==> src/rtl/pest_pkg.sv <==
// Shared types and constants for the periodic event slot timer.
// Used by every module of the block; depends on nothing else.
`default_nettype none

package pest_pkg;

   localparam int SLOTS_DEFAULT = 16;

   localparam int OP_W    = 2;
   localparam int SLOT_W  = 4;
   localparam int COUNT_W = 16;
   localparam int MASK_W  = 16;

   localparam logic [COUNT_W-1:0] MIN_PERIOD_RESET = COUNT_W'(10);
   localparam logic [COUNT_W-1:0] COUNT_MAX        = {COUNT_W{1'b1}};

   typedef enum logic [OP_W-1:0] {
      OP_TICK   = 2'd0,
      OP_POLL   = 2'd1,
      OP_ADD    = 2'd2,
      OP_DELETE = 2'd3
   } op_type;

   // Controller to datapath
   typedef struct packed {
      logic load;          // latch the accepted transaction, clear sweep state
      logic rd_issue;      // read both stores at the sweep index, advance it
      logic single_write;  // apply add or delete to one slot
      logic emit;          // load the result into the output register
   } cmd_type;

   // Datapath to controller
   typedef struct packed {
      logic idx_last;      // sweep index is on the last slot
      logic out_free;      // output register can take a result this cycle
   } status_type;

endpackage

`default_nettype wire

==> src/rtl/pest_ctrl.sv <==
// Sequencer of the periodic event slot timer: accepts a transaction and
// steps the datapath through a single write or a sweep. Needs pest_pkg.
`default_nettype none

module pest_ctrl (
   input  wire logic                       clock,
   input  wire logic                       reset,
   input  wire logic                       req_valid,
   output logic                            req_ready,
   input  wire logic [pest_pkg::OP_W-1:0]  req_operation,
   input  wire pest_pkg::status_type       sts,
   output pest_pkg::cmd_type               cmd
);
   import pest_pkg::*;

   typedef enum logic [2:0] {
      ST_IDLE,
      ST_SINGLE,
      ST_SWEEP,
      ST_DRAIN,
      ST_DONE
   } state_type;

   state_type state_ff;
   state_type state_in;
   logic      accept;
   op_type    op;

   assign op        = op_type'(req_operation);
   assign req_ready = (state_ff == ST_IDLE);
   assign accept    = req_valid && req_ready;

   always_comb begin
      state_in = state_ff;
      cmd      = '0;
      case (state_ff)
         ST_IDLE: begin
            if (accept) begin
               cmd.load = 1'b1;
               if (op inside {OP_TICK, OP_POLL}) begin
                  state_in = ST_SWEEP;
               end else begin
                  state_in = ST_SINGLE;
               end
            end
         end
         ST_SINGLE: begin
            cmd.single_write = 1'b1;
            state_in         = ST_DONE;
         end
         ST_SWEEP: begin
            cmd.rd_issue = 1'b1;
            if (sts.idx_last) begin
               state_in = ST_DRAIN;
            end
         end
         ST_DRAIN: begin
            // last slot's update lands at the end of this cycle
            state_in = ST_DONE;
         end
         ST_DONE: begin
            if (sts.out_free) begin
               cmd.emit = 1'b1;
               state_in = ST_IDLE;
            end
         end
         default: begin
            state_in = ST_IDLE;
         end
      endcase
   end

   always_ff @(posedge clock) begin
      if (reset) begin
         state_ff <= ST_IDLE;
      end else begin
         state_ff <= state_in;
      end
   end

endmodule

`default_nettype wire

==> src/rtl/pest_datapath.sv <==
// Datapath of the periodic event slot timer: min_period register, slot
// stores, sweep pipeline and output register. Needs pest_pkg.
`default_nettype none

module pest_datapath #(
   parameter int SLOTS = pest_pkg::SLOTS_DEFAULT
) (
   input  wire logic                          clock,
   input  wire logic                          reset,
   input  wire logic [pest_pkg::OP_W-1:0]     req_operation,
   input  wire logic [pest_pkg::SLOT_W-1:0]   req_slot,
   input  wire logic [pest_pkg::COUNT_W-1:0]  req_period,
   input  wire logic                          req_has_handler,
   input  wire logic                          csr_write_enable,
   input  wire logic [pest_pkg::COUNT_W-1:0]  csr_write_data,
   input  wire pest_pkg::cmd_type             cmd,
   output pest_pkg::status_type               sts,
   output logic                               rsp_valid,
   input  wire logic                          rsp_ready,
   output logic [pest_pkg::MASK_W-1:0]        rsp_fired_mask
);
   import pest_pkg::*;

   localparam int IW = $clog2(SLOTS);
   localparam int SW = 7;                  // holds any slot number and SLOTS itself
   localparam int EW = SLOTS + MASK_W;

   // configuration
   logic [COUNT_W-1:0] min_period_ff;

   // latched transaction
   op_type             op_ff;
   logic [SLOT_W-1:0]  slot_ff;
   logic [COUNT_W-1:0] period_ff;
   logic               handler_ff;

   // slot state
   logic [COUNT_W-1:0] elapsed_mem [SLOTS];
   logic [COUNT_W-1:0] period_mem  [SLOTS];
   logic [SLOTS-1:0]   elapsed_ok_ff;
   logic [SLOTS-1:0]   period_ok_ff;
   logic [SLOTS-1:0]   enabled_ff;
   logic [SLOTS-1:0]   action_ff;

   // sweep pipeline
   logic [IW-1:0]      idx_ff;
   logic               rd_valid_ff;
   logic [IW-1:0]      rd_idx_ff;
   logic [COUNT_W-1:0] rd_elapsed_ff;
   logic [COUNT_W-1:0] rd_period_ff;
   logic               rd_el_ok_ff;
   logic               rd_pe_ok_ff;
   logic [SLOTS-1:0]   mask_ff;

   // output register
   logic               rsp_valid_ff;
   logic [MASK_W-1:0]  rsp_mask_ff;

   logic [SW-1:0]      slot_wide;
   logic               slot_in_range;
   logic [IW-1:0]      slot_idx;
   logic [COUNT_W-1:0] clamped;
   logic [COUNT_W-1:0] el_cur;
   logic [COUNT_W-1:0] pe_cur;
   logic               due;
   logic [COUNT_W-1:0] el_next;
   logic [EW-1:0]      mask_ext;

   assign slot_wide     = SW'(slot_ff);
   assign slot_in_range = slot_wide < SW'(SLOTS);
   assign slot_idx      = slot_wide[IW-1:0];
   assign clamped       = (period_ff < min_period_ff) ? min_period_ff : period_ff;

   // entries never written read as their reset values
   assign el_cur = rd_el_ok_ff ? rd_elapsed_ff : '0;
   assign pe_cur = rd_pe_ok_ff ? rd_period_ff : MIN_PERIOD_RESET;
   assign due    = enabled_ff[rd_idx_ff] && (el_cur >= pe_cur);

   always_comb begin
      el_next = el_cur;
      if (op_ff == OP_TICK) begin
         if (el_cur != COUNT_MAX) begin
            el_next = el_cur + COUNT_W'(1);
         end
      end else if (due) begin
         el_next = '0;
      end
   end

   assign mask_ext       = EW'(mask_ff);
   assign sts.idx_last   = (idx_ff == IW'(SLOTS - 1));
   assign sts.out_free   = !rsp_valid_ff || rsp_ready;
   assign rsp_valid      = rsp_valid_ff;
   assign rsp_fired_mask = rsp_mask_ff;

   always_ff @(posedge clock) begin
      if (reset) begin
         min_period_ff <= MIN_PERIOD_RESET;
      end else if (csr_write_enable) begin
         min_period_ff <= csr_write_data;
      end
   end

   always_ff @(posedge clock) begin
      if (cmd.load) begin
         op_ff      <= op_type'(req_operation);
         slot_ff    <= req_slot;
         period_ff  <= req_period;
         handler_ff <= req_has_handler;
      end
   end

   // sweep index and read stage
   always_ff @(posedge clock) begin
      if (reset) begin
         idx_ff      <= '0;
         rd_valid_ff <= 1'b0;
      end else begin
         rd_valid_ff <= cmd.rd_issue;
         if (cmd.load) begin
            idx_ff <= '0;
         end else if (cmd.rd_issue) begin
            idx_ff <= idx_ff + IW'(1);
         end
      end
   end

   always_ff @(posedge clock) begin
      if (cmd.rd_issue) begin
         rd_idx_ff     <= idx_ff;
         rd_elapsed_ff <= elapsed_mem[idx_ff];
         rd_period_ff  <= period_mem[idx_ff];
         rd_el_ok_ff   <= elapsed_ok_ff[idx_ff];
         rd_pe_ok_ff   <= period_ok_ff[idx_ff];
      end
   end

   // memory writes: sweep update or single-slot add/delete
   always_ff @(posedge clock) begin
      if (rd_valid_ff) begin
         elapsed_mem[rd_idx_ff] <= el_next;
      end else if (cmd.single_write && slot_in_range && op_ff == OP_ADD) begin
         elapsed_mem[slot_idx] <= '0;
      end
   end

   always_ff @(posedge clock) begin
      if (cmd.single_write && slot_in_range) begin
         period_mem[slot_idx] <= (op_ff == OP_ADD) ? clamped : min_period_ff;
      end
   end

   // flag vectors
   always_ff @(posedge clock) begin
      if (reset) begin
         elapsed_ok_ff <= '0;
         period_ok_ff  <= '0;
         enabled_ff    <= '0;
         action_ff     <= '0;
      end else begin
         if (rd_valid_ff) begin
            elapsed_ok_ff[rd_idx_ff] <= 1'b1;
         end else if (cmd.single_write && slot_in_range) begin
            period_ok_ff[slot_idx] <= 1'b1;
            if (op_ff == OP_ADD) begin
               elapsed_ok_ff[slot_idx] <= 1'b1;
               enabled_ff[slot_idx]    <= 1'b1;
               action_ff[slot_idx]     <= handler_ff;
            end else begin
               enabled_ff[slot_idx] <= 1'b0;
               action_ff[slot_idx]  <= 1'b0;
            end
         end
      end
   end

   always_ff @(posedge clock) begin
      if (cmd.load) begin
         mask_ff <= '0;
      end else if (rd_valid_ff && op_ff == OP_POLL && due && action_ff[rd_idx_ff]) begin
         mask_ff[rd_idx_ff] <= 1'b1;
      end
   end

   always_ff @(posedge clock) begin
      if (reset) begin
         rsp_valid_ff <= 1'b0;
      end else if (cmd.emit) begin
         rsp_valid_ff <= 1'b1;
      end else if (rsp_ready) begin
         rsp_valid_ff <= 1'b0;
      end
   end

   always_ff @(posedge clock) begin
      if (cmd.emit) begin
         rsp_mask_ff <= mask_ext[MASK_W-1:0];
      end
   end

endmodule

`default_nettype wire

==> src/rtl/periodic_event_slot_timer.sv <==
// Top level of the periodic event slot timer: joins the sequencer and the
// datapath. Needs pest_pkg, pest_ctrl and pest_datapath.
//
// Usage:
//  - req_* carries one transaction: operation (tick, poll, add, delete),
//    slot, period and has_handler. It is taken when req_valid and
//    req_ready are both high.
//  - Every transaction gives exactly one result on rsp_*: fired_mask holds
//    the slots that fired on a poll and is zero for tick, add and delete.
//  - csr_write_enable writes min_period from csr_write_data in the same
//    cycle; write it only while the block is idle.
//  - Tick and poll sweep all SLOTS entries of the count and period stores,
//    one slot a cycle through a single read port with a registered read.
//    Add and delete touch one slot.
//  - A new transaction is taken in the cycle after its predecessor's result
//    enters the output register: one transaction is worked on at a time.
//  - When the receiver stalls, the result holds in the output register; one
//    more transaction may be taken and worked on, then its result waits
//    until the register frees.
//  - Reset clears all slots (disabled, no action, count zero, period 10),
//    restores min_period to 10 and empties the output register.
`default_nettype none

module periodic_event_slot_timer #(
   parameter int SLOTS = pest_pkg::SLOTS_DEFAULT
) (
   input  wire logic                          clock,
   input  wire logic                          reset,
   input  wire logic                          req_valid,
   output logic                               req_ready,
   input  wire logic [pest_pkg::OP_W-1:0]     req_operation,
   input  wire logic [pest_pkg::SLOT_W-1:0]   req_slot,
   input  wire logic [pest_pkg::COUNT_W-1:0]  req_period,
   input  wire logic                          req_has_handler,
   output logic                               rsp_valid,
   input  wire logic                          rsp_ready,
   output logic [pest_pkg::MASK_W-1:0]        rsp_fired_mask,
   input  wire logic                          csr_write_enable,
   input  wire logic [pest_pkg::COUNT_W-1:0]  csr_write_data
);
   import pest_pkg::*;

   cmd_type    cmd;
   status_type sts;

   // sequencer: decides single write or sweep, waits for the output register
   pest_ctrl u_ctrl (
      .clock         (clock),
      .reset         (reset),
      .req_valid     (req_valid),
      .req_ready     (req_ready),
      .req_operation (req_operation),
      .sts           (sts),
      .cmd           (cmd)
   );

   // stores, sweep pipeline, configuration and output register
   pest_datapath #(
      .SLOTS (SLOTS)
   ) u_datapath (
      .clock            (clock),
      .reset            (reset),
      .req_operation    (req_operation),
      .req_slot         (req_slot),
      .req_period       (req_period),
      .req_has_handler  (req_has_handler),
      .csr_write_enable (csr_write_enable),
      .csr_write_data   (csr_write_data),
      .cmd              (cmd),
      .sts              (sts),
      .rsp_valid        (rsp_valid),
      .rsp_ready        (rsp_ready),
      .rsp_fired_mask   (rsp_fired_mask)
   );

endmodule

`default_nettype wire

==> config.mk <==
export PLATFORM = sky130hd
export DESIGN_NAME = periodic_event_slot_timer
export DESIGN_NICKNAME = d
export VERILOG_FILES = /design/src/rtl/pest_pkg.sv /design/src/rtl/pest_ctrl.sv /design/src/rtl/pest_datapath.sv /design/src/rtl/periodic_event_slot_timer.sv
export SDC_FILE = /design/constraint.sdc
export NUM_CORES = 1
export LEC_CHECK = 0
export BUFFER_PORTS_ARGS = -buffer_cell sky130_fd_sc_hd__buf_2
export CORE_ASPECT_RATIO = 0.8
export CORE_MARGIN = 4
export CORE_UTILIZATION = 32
export DETAILED_ROUTE_END_ITERATION = 8
export GPL_ROUTABILITY_DRIVEN = 0
export SYNTH_ARGS = -nofsm -noshare
export SYNTH_HDL_FRONTEND = slang
export SYNTH_SLANG_ARGS = --single-unit
==> constraint.sdc <==
create_clock -name clock -period 3.88 [get_ports clock]
set_input_delay 0 -clock clock [delete_from_list [all_inputs] [get_ports clock]]
set_output_delay 0 -clock clock [all_outputs]
set_load 0.02 [all_outputs]
# Word level (Yosys, flattened, before mapping)
# Memories as Yosys holds them, arrays and structs flattened. A register that Yosys moved wholly into a read port is not among the register bits.
# Cells that the tools add are included.
# classes
eq_ne	12
n_addsub	2
n_reduce_logical	24
n_mux	48
bitwise_logic	9
magnitude_cmp	8
# ops
operator	n
$mux W16	13
$or A16 B16 Y16	5
$and A16 B16 Y16	2
$mux W1	22
$lt A4 B5 Y1 const B	4
$add A16 B1 Y16 const B	1
$bmux W1 S4	4
$bwmux W16	1
$ge A16 B16 Y1	1
$lt A16 B16 Y1	1
$ne A16 B16 Y1 const B	1
$not A16 Y16	1
$reduce_or A16 Y1	1
$pmux W3 S4	1
$logic_and A1 B1 Y1	9
$mux W3	3
$demux W1 S4	2
$ge A4 B1 Y1 const B	2
$reduce_bool A2 Y1	4
$eq A3 B2 Y1 const B	2
$ne A2 B2 Y1 const B	3
$add A4 B1 Y4 const B	1
$eq A2 B1 Y1 const B	2
$eq A4 B4 Y1 const B	1
other kinds (13)	16
# totals
inputBits	44
output_inout_bits	18
ram_bits	512
memories	2
wordCells	123
reg_bits	150
# mem_list
name	depth	word_bits	read_ports	rd_clocked_by_memory_dff	write_ports	line	source
u_datapath.elapsed_mem	16	16	1	1	1	pest_datapath.sv:38	logic [COUNT_W-1:0] elapsed_mem [SLOTS];
u_datapath.period_mem	16	16	1	1	1	pest_datapath.sv:39	logic [COUNT_W-1:0] period_mem [SLOTS];

# Longest topological paths before layout
# Gate-level depths: netlist of run 1.
# depth
depth_word	9
ltp_mapped	12
depth_no_buf	9

# Cells and area by module
# From an unflattened synthesis of run 1, not the netlist that was laid out.
# hier_totals
cells_unflattened	1533
hier_area_um2	27620.2
# modules_own_cells
mod	n_inst	area_per_inst_um2	seq_area_each_um2	cells_per_inst
pest_datapath	1	27406.3	19728.9	1506
pest_ctrl	1	214.0	60.1	27

# Least setup slack after synthesis of run 1
# OpenSTA, ideal clock, no wires.
# synth_path
path_kind	reg-to-reg
startpoint	register u_datapath.rd_el_ok_ff
endpoint	memory u_datapath.elapsed_mem[0][7] (data pin)
required_ns	3.553
synth_period_minus_slack_ns	3.261
setup_slack_ns	0.619
arrival_time_ns	2.934
stages_incl_launch_ff	12
path_buffers	2
cell_sequence	edfxtp_1 -> buf_2 -> and2_1 -> clkbuf_1 -> inv_1 -> ha_1 -> nand2b_1 -> a2111oi_0 -> o311ai_1 -> o21ai_4 -> nor2_2 -> nor3_1
# synth_between
elab_chain_cells	6
elab_cells_between_ends	9
cone_classes	add/sub: 1; order compare: 1; eq/ne: 1; mux: 5; reduce/logical: 1
# synth_rtl
element	line	source
start, declared	pest_datapath.sv:51	logic rd_el_ok_ff;
start signal, assigned	pest_datapath.sv:133	rd_el_ok_ff <= elapsed_ok_ff[idx_ff];
$mux W16 *	pest_datapath.sv:75	assign el_cur = rd_el_ok_ff ? rd_elapsed_ff : '0;
$ge A16 B16 Y1	pest_datapath.sv:77	assign due = enabled_ff[rd_idx_ff] && (el_cur >= pe_cur);
$logic_and A1 B1 Y1	pest_datapath.sv:77	
$mux W16	pest_datapath.sv:85	end else if (due) begin
$mux W16 *	pest_datapath.sv:81	if (op_ff == OP_TICK) begin
$mux W16 (no source line) *	-	
end, declared	pest_datapath.sv:38	
# Every way passes the cells marked *; elsewhere a longest branch is shown, timed or not.

# Worst setup path in the final report of run 1
# layout_path
startpoint	register u_datapath.rd_el_ok_ff
endpoint	memory u_datapath.elapsed_mem[15][15] (data pin)
# The elaborated chain is that of the path after synthesis.

==> flow_summary.yaml, run 1 <==
synth:
  syn_nets: 1624
  ys_types: 62
  syn_area_per_cell_sq_um: 18.0
  synthTopCellsByArea: "edfxtp_1 64%, mux4_2 14%, dfxtp_1 7.6%"
  synth-main-ff-cell: "edfxtp_1"
  yosysTopAreaCell: "edfxtp_1"
  synth_top_family_by_area: "multiplexers"
  synthSimpleGateAreaFrac_pct: 5.72
  syn-instance-count: 1547
  netlist_area_sq_um: 27800
  synth_mux_area_share_pct: 15.5
  ys_seq_area_share_pct: 71.1
  synthArstFlopShare_pct: 0
  synth_top_area_share_pct: 63.6
  synth_xor_area_share_pct: 0.409
  yosysWarnings: 0
  synth-compound-area-share_pct: 3.83
  synth_seq_cells: 694
  synthAdderAreaFrac_pct: 1.48
  synth-edff-count: 589
setup_path:
  cp_top_family: "compound AO/OA/AOI/OAI gates"
  cp-start-kind: "flop"
  path_class: "reg -> reg"
  max_stage_delay_ns: 0.90
  worstSetupEndpoint: "u_datapath.elapsed_mem[15][15]$_DFFE_PP_"
  timing.rr.start: "u_datapath.rd_el_ok_ff$_DFFE_PP_"
  startpoint: "u_datapath.rd_el_ok_ff$_DFFE_PP_"
  rrSetupSlack_ns: 0.27
  cp.buffers_inverters: 1
  crit_fanout: 19
  reg2reg_to: "u_datapath.elapsed_mem[15][15]$_DFFE_PP_"
  worst-path-stages: 7
  cp.arrival_ns: 3.88
  cp_slowest_cell: "a311oi_2"
  ff2ff_path_depth: 7
  crit_chain: "buf_4 -> and2_1 -> ha_1 -> a2111oi_0 -> o311ai_1 -> o21a_1 -> a311oi_2"
  endpoint_kind: "flop"
  crit_required_ns: 4.15
sta:
  worst_pin_slew_ns: 1.04
  setup_viol_count_final: 0
  post-route-min-period_ns: 3.61
  slew_violations: 0
  finalHoldViolCount: 0
  max_slew_margin_pct: 30.7
  setup_ws_ns: 0.273
  rsz0062_at_grt: "true"
  fin_crit_sh_pct: 93.0
  fmax_mhz: 277
  holdWs_ns: 0.0894
  skew_ns: 0.0238
clock_tree:
  postCtsSetupRepairBufs: 0
  cts_buffers: 72
  cts_sinks: 694
  clockRootBuffer: "clkbuf_16"
  htreeDepth: 3
  cts_tree: "done"
  cts_buffer_depth: 3
  clk_pin_slew_worst_paths_ns: 0.06
  clock_latency_ns: 0.62
drt:
  wire_per_inst_um: 23.0
  totalWireLength_um: 67200
  drt-initial-drc-count: 1337
  drc: 0
  vias: 15400
  drtPass1Iterations: 6
  antenna_left: 0
  vias_per_cell: 5.25
power:
  ir_drop_uv: 311
  powerDensity_nw_per_um2: 487
  power_leakage_nw: 10.6
  power_mw: 16.1
die:
  die_x_um: 338
  initial_utilization_pct: 32.4
  rows: 96
  die_height_um: 272
  ios: 62
  die_area_sq_um: 91800
  core_area_sq_um: 86000
finish:
  diodes: 0
  area_growth_pct: 18.8
  fin_area_sq_um: 33100
  final_core_util_pct: 38.4
  drive_gt1_share_pct: 26.8
  nets: 1818
flow_run:
  drv_cap: 0
global_route:
  grt.total_usage_pct: 14.7
  grt_pass1_vias: 15500
  grt_pass1_wl_um: 101000
  grt_max_degree: 61
  antenna_found_initial: 2
  gr-total-overflow: 0
place:
  hpwl_um: 39500
  port_buffers: 61
  post-place-ws_ns: 0.258
  placed_area_sq_um: 29900
worst_hold_path:
  worst_hold_path_type: "in -> reg"
run_status:
  status: "completed"
[synth_stat cells (all sizes together) (9+ instances only)]
master / n
nand3: 17
buf: 44
ha: 33
mux2: 17
a221oi: 12
mux2i: 16
nor2: 119
nor4: 12
and2: 21
nand4: 12
mux4: 176
a21o: 9
inv: 29
nand2: 75
o21ai: 13
clkbuf: 49
nor3: 39
a21oi: 53
dfxtp: 105
a22oi: 17
edfxtp: 589
a311oi: 9
[area by class of cell]
type,count,area [sq um]
clock buffers,90,1890
clock inverters,40,465
fillers,7753,52900
inverters,29,109
multi-input cells,731,7660
flip-flops and latches,694,19800
well taps,1127,1410
repair buffers,213,1720
[metrics by stage]
| step | instances | setup TNS (ns) |
|---|---|---|
| after global routing | 2924 | -0.400 |
| after detailed placement | 2720 | 0 |
| after floorplan | 1547 | 0 |
| after CTS | 2924 | 0 |
| after global placement | 2720 | 0 |
| final | 2924 | 0 |
[power breakdown]
| part | internal (mW) | switching [mW] | leakage, nW |
|---|---|---|---|
| clock network | 4.07 | 2.82 | 1.15 |
| registers | 8.24 | 0.0661 | 6.25 |
| logic | 0.348 | 0.538 | 3.21 |
[how the worst min path moves through the flow]
stage                         start                                  to  slack, ns  cells past startpoint
floorplan           req_has_handler     u_datapath.handler_ff$_DFFE_PP_        0.1                      0
global placement     req_period[15]  u_datapath.period_ff[15]$_DFFE_PP_       0.18                      1
detailed placement   req_period[15]  u_datapath.period_ff[15]$_DFFE_PP_       0.18                      1
CTS                   req_period[8]   u_datapath.period_ff[8]$_DFFE_PP_       0.06                      2
global route          req_period[3]   u_datapath.period_ff[3]$_DFFE_PP_       0.06                      2
finish                req_period[3]   u_datapath.period_ff[3]$_DFFE_PP_       0.09                      2
[sequential cells by signal, indices dropped and copies added (netlist names), 2 cells and up, named ones only]
| register | flops |
|---|---|
| u_datapath.elapsed_mem | 256 |
| u_datapath.period_mem | 256 |
| u_datapath.action_ff | 16 |
| u_datapath.elapsed_ok_ff | 16 |
| u_datapath.mask_ff | 16 |
| u_datapath.min_period_ff | 16 |
| u_datapath.period_ff | 16 |
| u_datapath.period_ok_ff | 16 |
| u_datapath.rd_elapsed_ff | 16 |
| u_datapath.rd_period_ff | 16 |
| u_datapath.rsp_fired_mask | 16 |
| u_datapath.idx_ff | 4 |
| u_datapath.rd_idx_ff | 4 |
| u_datapath.slot_ff | 4 |
| u_ctrl.state_ff | 3 |
| u_datapath.op_ff | 2 |
[worst register-to-register path: stages (launching register included)]
cell       delay (ns)
edfxtp_1         0.43
buf_4            0.22
and2_1           0.21
ha_1             0.31
a2111oi_0        0.51
o311ai_1         0.25
o21a_1           0.43
a311oi_2         0.90
[per-layer routing]
| layer | share of wire (%) | global-route usage [%] | vias up |
|---|---|---|---|
| met1 | 45 | 21.4 | 8125 |
| met2 | 47 | 22.8 | 498 |
| met4 | 2.4 | 4.01 | 2 |
| li1 | - | - | 6608 |
| met5 | 0.019 | 0 | - |
| met3 | 5.9 | 2.56 | 121 |
[cells in the final DEF, fill, tap and decap left out, drive strengths merged, types with 3 or more instances in the layout]
master / n
nand4: 12
and2: 21
nand2b: 8
mux4: 176
edfxtp: 589
and3: 6
a311oi: 9
clkbuf: 90
inv: 32
nor2: 119
nand3: 17
dfxtp: 105
bufinv: 9
mux2: 17
nand4b: 4
o211ai: 4
a2111oi: 3
a21o: 9
xor2: 7
nor3: 39
a211oi: 5
o21ai: 13
ha: 33
and4: 6
dlygate4sd3: 74
o21a: 3
clkinv: 27
nor4: 12
mux2i: 16
o31ai: 7
a21oi: 53
nor2b: 7
xnor2: 6
a22oi: 17
nand2: 75
buf: 139
a221oi: 12
[what timing repair did]
action                                  in CTS  in global routing
endpoints found under the setup margin       0                 16
endpoints found under the hold margin       67                  0
gates resized for setup                      0                  1
hold buffers                                74                  0
[cells by family after synthesis]
family | count (synthesis)
and+or+nand+nor | 331
muxes | 209
adders and majority gates | 33
buffers and inverters | 122
xor gates and xnor gates | 13
AOI/OAI and AO/OA | 145
DFF | 694
Power figures use the tool's default switching activity.
==> run 2, diff against run 1 <==
CTS_BUF_LIST = sky130_fd_sc_hd__clkbuf_2   (was default)
HOLD_SLACK_MARGIN = 0.15   (was default)
SLEW_MARGIN = 20   (was default)
==> run 2 against run 1 <==
- clock skew grew 0.062 ns
- sequential cell count stayed put
- core utilization decreased by 0.080 points
- routed wire length rose by 3.9%
- critical endpoint is now u_datapath.elapsed_mem[11][11]$_DFFE_PP_
- setup slack worse by 0.047 ns
- sequential share of layout area increased by 0.13 points
- global-route usage grew 0.64 points
- largest cell class unchanged
- non-clock buffer count up 73
==> flow_summary.yaml, run 2 (same netlist as run 1, synthesis figures left out) <==
finish:
  layout_commonest_cell: "edfxtp_1"
  multiInputGateArea_sq_um: 7660
  nets: 1987
  layout_common_cells: "589 x edfxtp_1, 249 x clkbuf_2, 176 x mux4_2"
  drive_gt1_share_pct: 31.9
  top_regs: "u_datapath.elapsed_mem (256), u_datapath.period_mem (256)"
  fillers: 7888
  final_core_util_pct: 38.4
  area_growth_pct: 18.6
  regArea_sq_um: 19800
sta:
  slew_violations: 0
  fin_crit_sh_pct: 94.2
  setup_viol_count_final: 0
  worst_pin_slew_ns: 1.03
  holdWs_ns: 0.311
  finalHoldViolCount: 0
  rsz0062_at_grt: "true"
  post-route-min-period_ns: 3.65
  max_slew_margin_pct: 31.0
  skew_ns: 0.0860
  fmax_mhz: 274
drt:
  drtPass1Iterations: 5
  vias_per_cell: 5.12
  drt-initial-drc-count: 1442
  totalWireLength_um: 69800
  drc: 0
  wire_per_inst_um: 22.0
  vias: 16200
  antenna_left: 0
place:
  hpwl_um: 39500
  port_buffers: 61
power:
  powerDensity_nw_per_um2: 426
  switchingPower_mw: 3.56
  combPwrFrac_pct: 6.8
  ir_drop_uv: 247
  power_leakage_nw: 10.9
  power.clock.fraction_pct: 34.1
  power_mw: 14.1
  seqPwrFrac_pct: 59.0
  intPower_mw: 10.5
  switching_share_pct: 25.3
die:
  rows: 96
  core_area_sq_um: 86000
  ios: 62
  initial_utilization_pct: 32.4
  die_x_um: 338
  die_height_um: 272
  die_area_sq_um: 91800
clock_tree:
  clk_pin_slew_worst_paths_ns: 0.12
  cts_tree: "done"
  clockRootBuffer: "clkbuf_2"
  postCtsSetupRepairBufs: 0
  cts_buffer_depth: 3
  clock_latency_ns: 1.38
  cts_sinks: 694
  htreeDepth: 4
  cts_buffers: 168
setup_path:
  crit_fanout: 19
  cp.arrival_ns: 4.63
  crit_required_ns: 4.86
  path_class: "reg -> reg"
  rrSetupSlack_ns: 0.23
  endpoint_kind: "flop"
  cp-start-kind: "flop"
flow_run:
  drv_cap: 0
global_route:
  gr-total-overflow: 0
  grt.total_usage_pct: 15.3
  grt_pass1_vias: 16900
  grt_pass1_wl_um: 104000
  antenna_found_initial: 4
  grt_max_degree: 61
run_status:
  status: "completed"
worst_hold_path:
  worst_hold_path_type: "in -> reg"
==> run 2: changes by cell type in the layout (fill, tap and decap cells not counted), moves of 2 or more <==
cell / change
bufinv_16: -7
clkbuf_1: -16
clkbuf_16: -72
clkbuf_2: +249
clkbuf_8: -2
clkinv_1: +15
clkinv_2: -4
clkinv_4: +5
clkinv_8: -3
clkinvlp_4: +2
diode_2: +4
dlygate4sd3_1: +72
inv_2: +2
==> run 2: final cells by class <==
cell class / instances / area share (%)
diodes: 4 / 0.0303
clock buffers: 249 / 3.78
clock inverters: 49 / 0.876
inverters: 29 / 0.330
multi-input cells: 731 / 23.2
flip-flops and latches: 694 / 60.0
well taps: 1127 / 4.27
repair buffers: 286 / 7.46
==> run 2: power by group through the flow <==
stage	sequential, mW	combinational [mW]	clock [mW]
after floorplan	8.44	0.544	0
after global placement	8.46	0.802	0
after detailed placement	8.47	0.824	0
after CTS	8.30	0.949	4.96
after global routing	8.31	1.04	5.37
final	8.30	0.959	4.80
==> run 2: what timing repair did <==
item / CTS / global route
setup endpoints to repair: 0 / 29
hold buffers: 147 / 0
hold endpoints to repair: 167 / 0
gates resized for setup: 0 / 1
==> run 2: layer usage <==
metal / GRT usage (%) / wire length [um]
met4: 6.11 / 1740
met2: 23.7 / 32700
met1: 20.9 / 30500
met3: 3.66 / 4830
met5: 0 / 27
==> run 2: path summary, 6_finish.rpt <==
kind	cells after the start	end	start
worst max register to register	7	u_datapath.elapsed_mem[11][11]$_DFFE_PP_	u_datapath.rd_el_ok_ff$_DFFE_PP_
worst min-delay path	5	u_datapath.action_ff[11]$_SDFFE_PP0P_	reset
worst max-delay path	7	u_datapath.elapsed_mem[11][11]$_DFFE_PP_	u_datapath.rd_el_ok_ff$_DFFE_PP_
worst min register to register	0	u_datapath.rsp_fired_mask[2]$_DFFE_PP_	u_datapath.mask_ff[2]$_SDFFE_PP0P_
==> run 2: worst max-delay path, stage by stage, from the launching register on <==
cell,delay (ns)
edfxtp_1,0.44
buf_4,0.22
and2_1,0.20
ha_1,0.31
a2111oi_0,0.51
o311ai_1,0.25
o21a_1,0.45
a311oi_2,0.92
==> run 2: metrics by stage <==
stage / area (sq um) / TNS, ns / std cells / setup WS (ns)
after floorplan: 27800 / 0 / 1547 / 0.619
after global placement: 29900 / 0 / 2720 / 0.421
after detailed placement: 29900 / 0 / 2720 / 0.258
after CTS: 33000 / 0 / 3165 / 0.217
after global routing: 33000 / -0.655 / 3169 / -0.0358
final: 33000 / 0 / 3169 / 0.226
==> run 3, diff against run 2 <==
ABC_AREA = 1   (was default)
==> run 3 against run 2 <==
- combinational power increased by 50%
- setup slack improved by 0.62 ns
- register-to-register slack improved by 0.62 ns
- sequential share of layout area decreased by 0.75 points
==> flow_summary.yaml, run 3 <==
synth:
  synthMostInstantiatedCell: "edfxtp_1"
  syn-instance-count: 2522
  synth_top_area_share_pct: 62.1
  yosysWarnings: 0
  synthArstFlopShare_pct: 0
  ys_types: 39
  yosysTopAreaCell: "edfxtp_1"
  synth-edff-count: 589
  syn_area_per_cell_sq_um: 11.3
  synth_seq_cells: 694
  synthTopCellsByArea: "edfxtp_1 62%, dfxtp_1 7.4%, o21ai_0 5.3%"
  syn_nets: 2599
  netlist_area_sq_um: 28500
  synth_commonest_cells: "589 x edfxtp_1, 380 x nand2_1, 357 x nor2_1"
  synth-main-ff-cell: "edfxtp_1"
  ys_seq_area_share_pct: 69.5
drt:
  antenna_left: 0
  wire_per_inst_um: 19.0
  totalWireLength_um: 78500
  vias_per_cell: 5.01
  drt-initial-drc-count: 2194
  drtPass1Iterations: 6
  drc: 0
  vias: 20700
die:
  die_x_um: 342
  ios: 62
  initial_utilization_pct: 32.4
  rows: 97
  die_area_sq_um: 93900
  core_area_sq_um: 87900
  die_height_um: 275
setup_path:
  crit_fanout: 16
  crit_required_ns: 4.97
  crit_top_cell: "nand2_1"
  cp.arrival_ns: 4.13
  cp-start-kind: "flop"
  max_stage_delay_ns: 0.78
  ff2ff_path_depth: 13
  endpoint_kind: "flop"
  path_class: "reg -> reg"
  cp_slowest_cell: "edfxtp_1"
  crit_chain: "nand2_1 -> inv_1 -> ha_1 -> nand2_1 -> nor2_1 -> nand3_1 -> nor2_1 -> nand2_1 -> nand2_2 -> inv_2 -> nand2_1 -> nand4_1 -> inv_1"
sta:
  finalHoldViolCount: 0
  setup_viol_count_final: 0
  fmax_mhz: 329
  worst_pin_slew_ns: 0.995
  slew_violations: 0
  fin_setup_tns_ns: 0
  max_slew_margin_pct: 33.5
  skew_ns: 0.0758
  rsz0062_at_grt: "false"
  setup_ws_ns: 0.843
  post-route-min-period_ns: 3.04
  fin_crit_sh_pct: 78.3
global_route:
  antenna_found_initial: 4
  grt_max_degree: 175
  grt.total_usage_pct: 16.4
  gr-total-overflow: 0
  grt_pass1_vias: 19900
  grt_pass1_wl_um: 118000
place:
  dpl.cell_count: 3702
  hpwl_um: 43000
  placed_area_sq_um: 30400
  port_buffers: 61
  post-place-ws_ns: 0.928
finish:
  stdcell_count: 4136
  fillers: 8525
  layout_commonest_cell: "edfxtp_1"
  layout_common_cells: "589 x edfxtp_1, 379 x nand2_1, 341 x nor2_1"
  nets: 2903
  drive_gt1_share_pct: 15.5
  top_regs: "u_datapath.elapsed_mem (256), u_datapath.period_mem (256)"
  fin_area_sq_um: 33400
  area_growth_pct: 17.2
worst_hold_path:
  worst_hold_path_type: "in -> reg"
  hold_depth: 5
power:
  intPower_mw: 10.7
  seqPwrFrac_pct: 57.5
  powerDensity_nw_per_um2: 441
  ir_drop_uv: 195
  power_leakage_nw: 11.9
  switching_share_pct: 27.2
  combPwrFrac_pct: 9.8
  switchingPower_mw: 4.00
  power.clock.fraction_pct: 32.7
flow_run:
  drv_cap: 0
clock_tree:
  clockRootBuffer: "clkbuf_2"
  cts_tree: "done"
  post_cts_resized: 0
  clock_latency_ns: 1.34
  clk_pin_slew_worst_paths_ns: 0.11
  cts_sinks: 694
  cts_buffers: 163
  htreeDepth: 4
  cts_buffer_depth: 3
run_status:
  status: "completed"
==> run 3: cell types whose count changed after synthesis, sizes merged, moves of 75 or more <==
| cell | before | now |
|---|---|---|
| mux4 | 176 | 0 |
| o21ai | 13 | 312 |
| inv | 29 | 153 |
| o22ai | 1 | 76 |
| nand2 | 75 | 384 |
| nand3 | 17 | 102 |
| nor2 | 119 | 366 |
==> run 3: layout make-up <==
cell class	count	area (sq um)	area share, %
multi-input combinational	1529	7600	22.8
clock buffer	244	1220	3.66
inverter	158	613	1.84
antenna	5	12.5	0.0375
clock inverter	38	254	0.761
sequential	694	19800	59.3
timing repair buffer	280	2400	7.20
tap	1188	1490	4.45
==> run 3: kinds of logic (layout without fill, tap and decap cells) <==
group,Yosys count,in the layout,share of synthesized area [%]
AO/OA/AOI/OAI,594,594,11.7
adder cells (fa/ha/maj),33,33,1.45
buffers and inverters,299,720,4.32
flip-flops,694,694,69.5
other,0,5,0
AND/OR/NAND/NOR,902,902,13.1
==> run 3: through the flow <==
| stage | hold WS (ns) | util [%] | total power, mW |
|---|---|---|---|
| 2_1_floorplan | 0.0989 | - | 9.45 |
| 3_3_place_gp | 0.176 | 34.6 | 9.92 |
| 3_5_place_dp | 0.178 | 34.6 | 9.93 |
| 4_1_cts | 0.196 | 38.0 | 14.8 |
| 5_1_grt | 0.323 | 38.0 | 15.4 |
| 6_report | 0.377 | 38.0 | 14.7 |
==> run 3: path summary, 6_finish.rpt <==
check | start | to | slack, ns
setup / recovery | u_datapath.rd_el_ok_ff$_DFFE_PP_ | u_datapath.elapsed_mem[3][0]$_DFFE_PP_ | 0.84
hold / removal | reset | u_ctrl.state_ff[1]$_SDFFE_PP0P_ | 0.38
setup reg to reg | u_datapath.rd_el_ok_ff$_DFFE_PP_ | u_datapath.elapsed_mem[3][0]$_DFFE_PP_ | 0.84
hold reg to reg | u_datapath.mask_ff[1]$_SDFFE_PP0P_ | u_datapath.rsp_fired_mask[1]$_DFFE_PP_ | 0.43
==> run 3: critical path: cells and delay by family (launching register included) <==
family	cells	cell delay [ns]
buffers and inverters	3	0.62
DFF	1	0.78
adders and majority gates	1	0.17
and+or+nand+nor	9	1.24
==> run 3: what timing repair did <==
item	4_1_cts	5_1_grt
hold buffers	147	0
endpoints found under the hold margin	167	0
setup buffers	0	0
==> run 3: power groups by stage <==
stage	Sequential [mW]	Clock (mW)	Combinational (mW)
CTS	8.46	4.95	1.42
detailed placement	8.63	0	1.30
finish	8.46	4.81	1.44
floorplan	8.59	0	0.863
global placement	8.63	0	1.28
global route	8.48	5.35	1.60
==> run 3: routing by layer <==
| layer | vias to the layer above | global-route usage [%] | part of all wire, % |
|---|---|---|---|
| met4 | 4 | 5.99 | 2.2 |
| met1 | 10000 | 22.6 | 45 |
| met5 | - | 0.661 | 0.11 |
| met2 | 860 | 25.6 | 46 |
| met3 | 132 | 3.38 | 7.6 |
| li1 | 9708 | - | - |
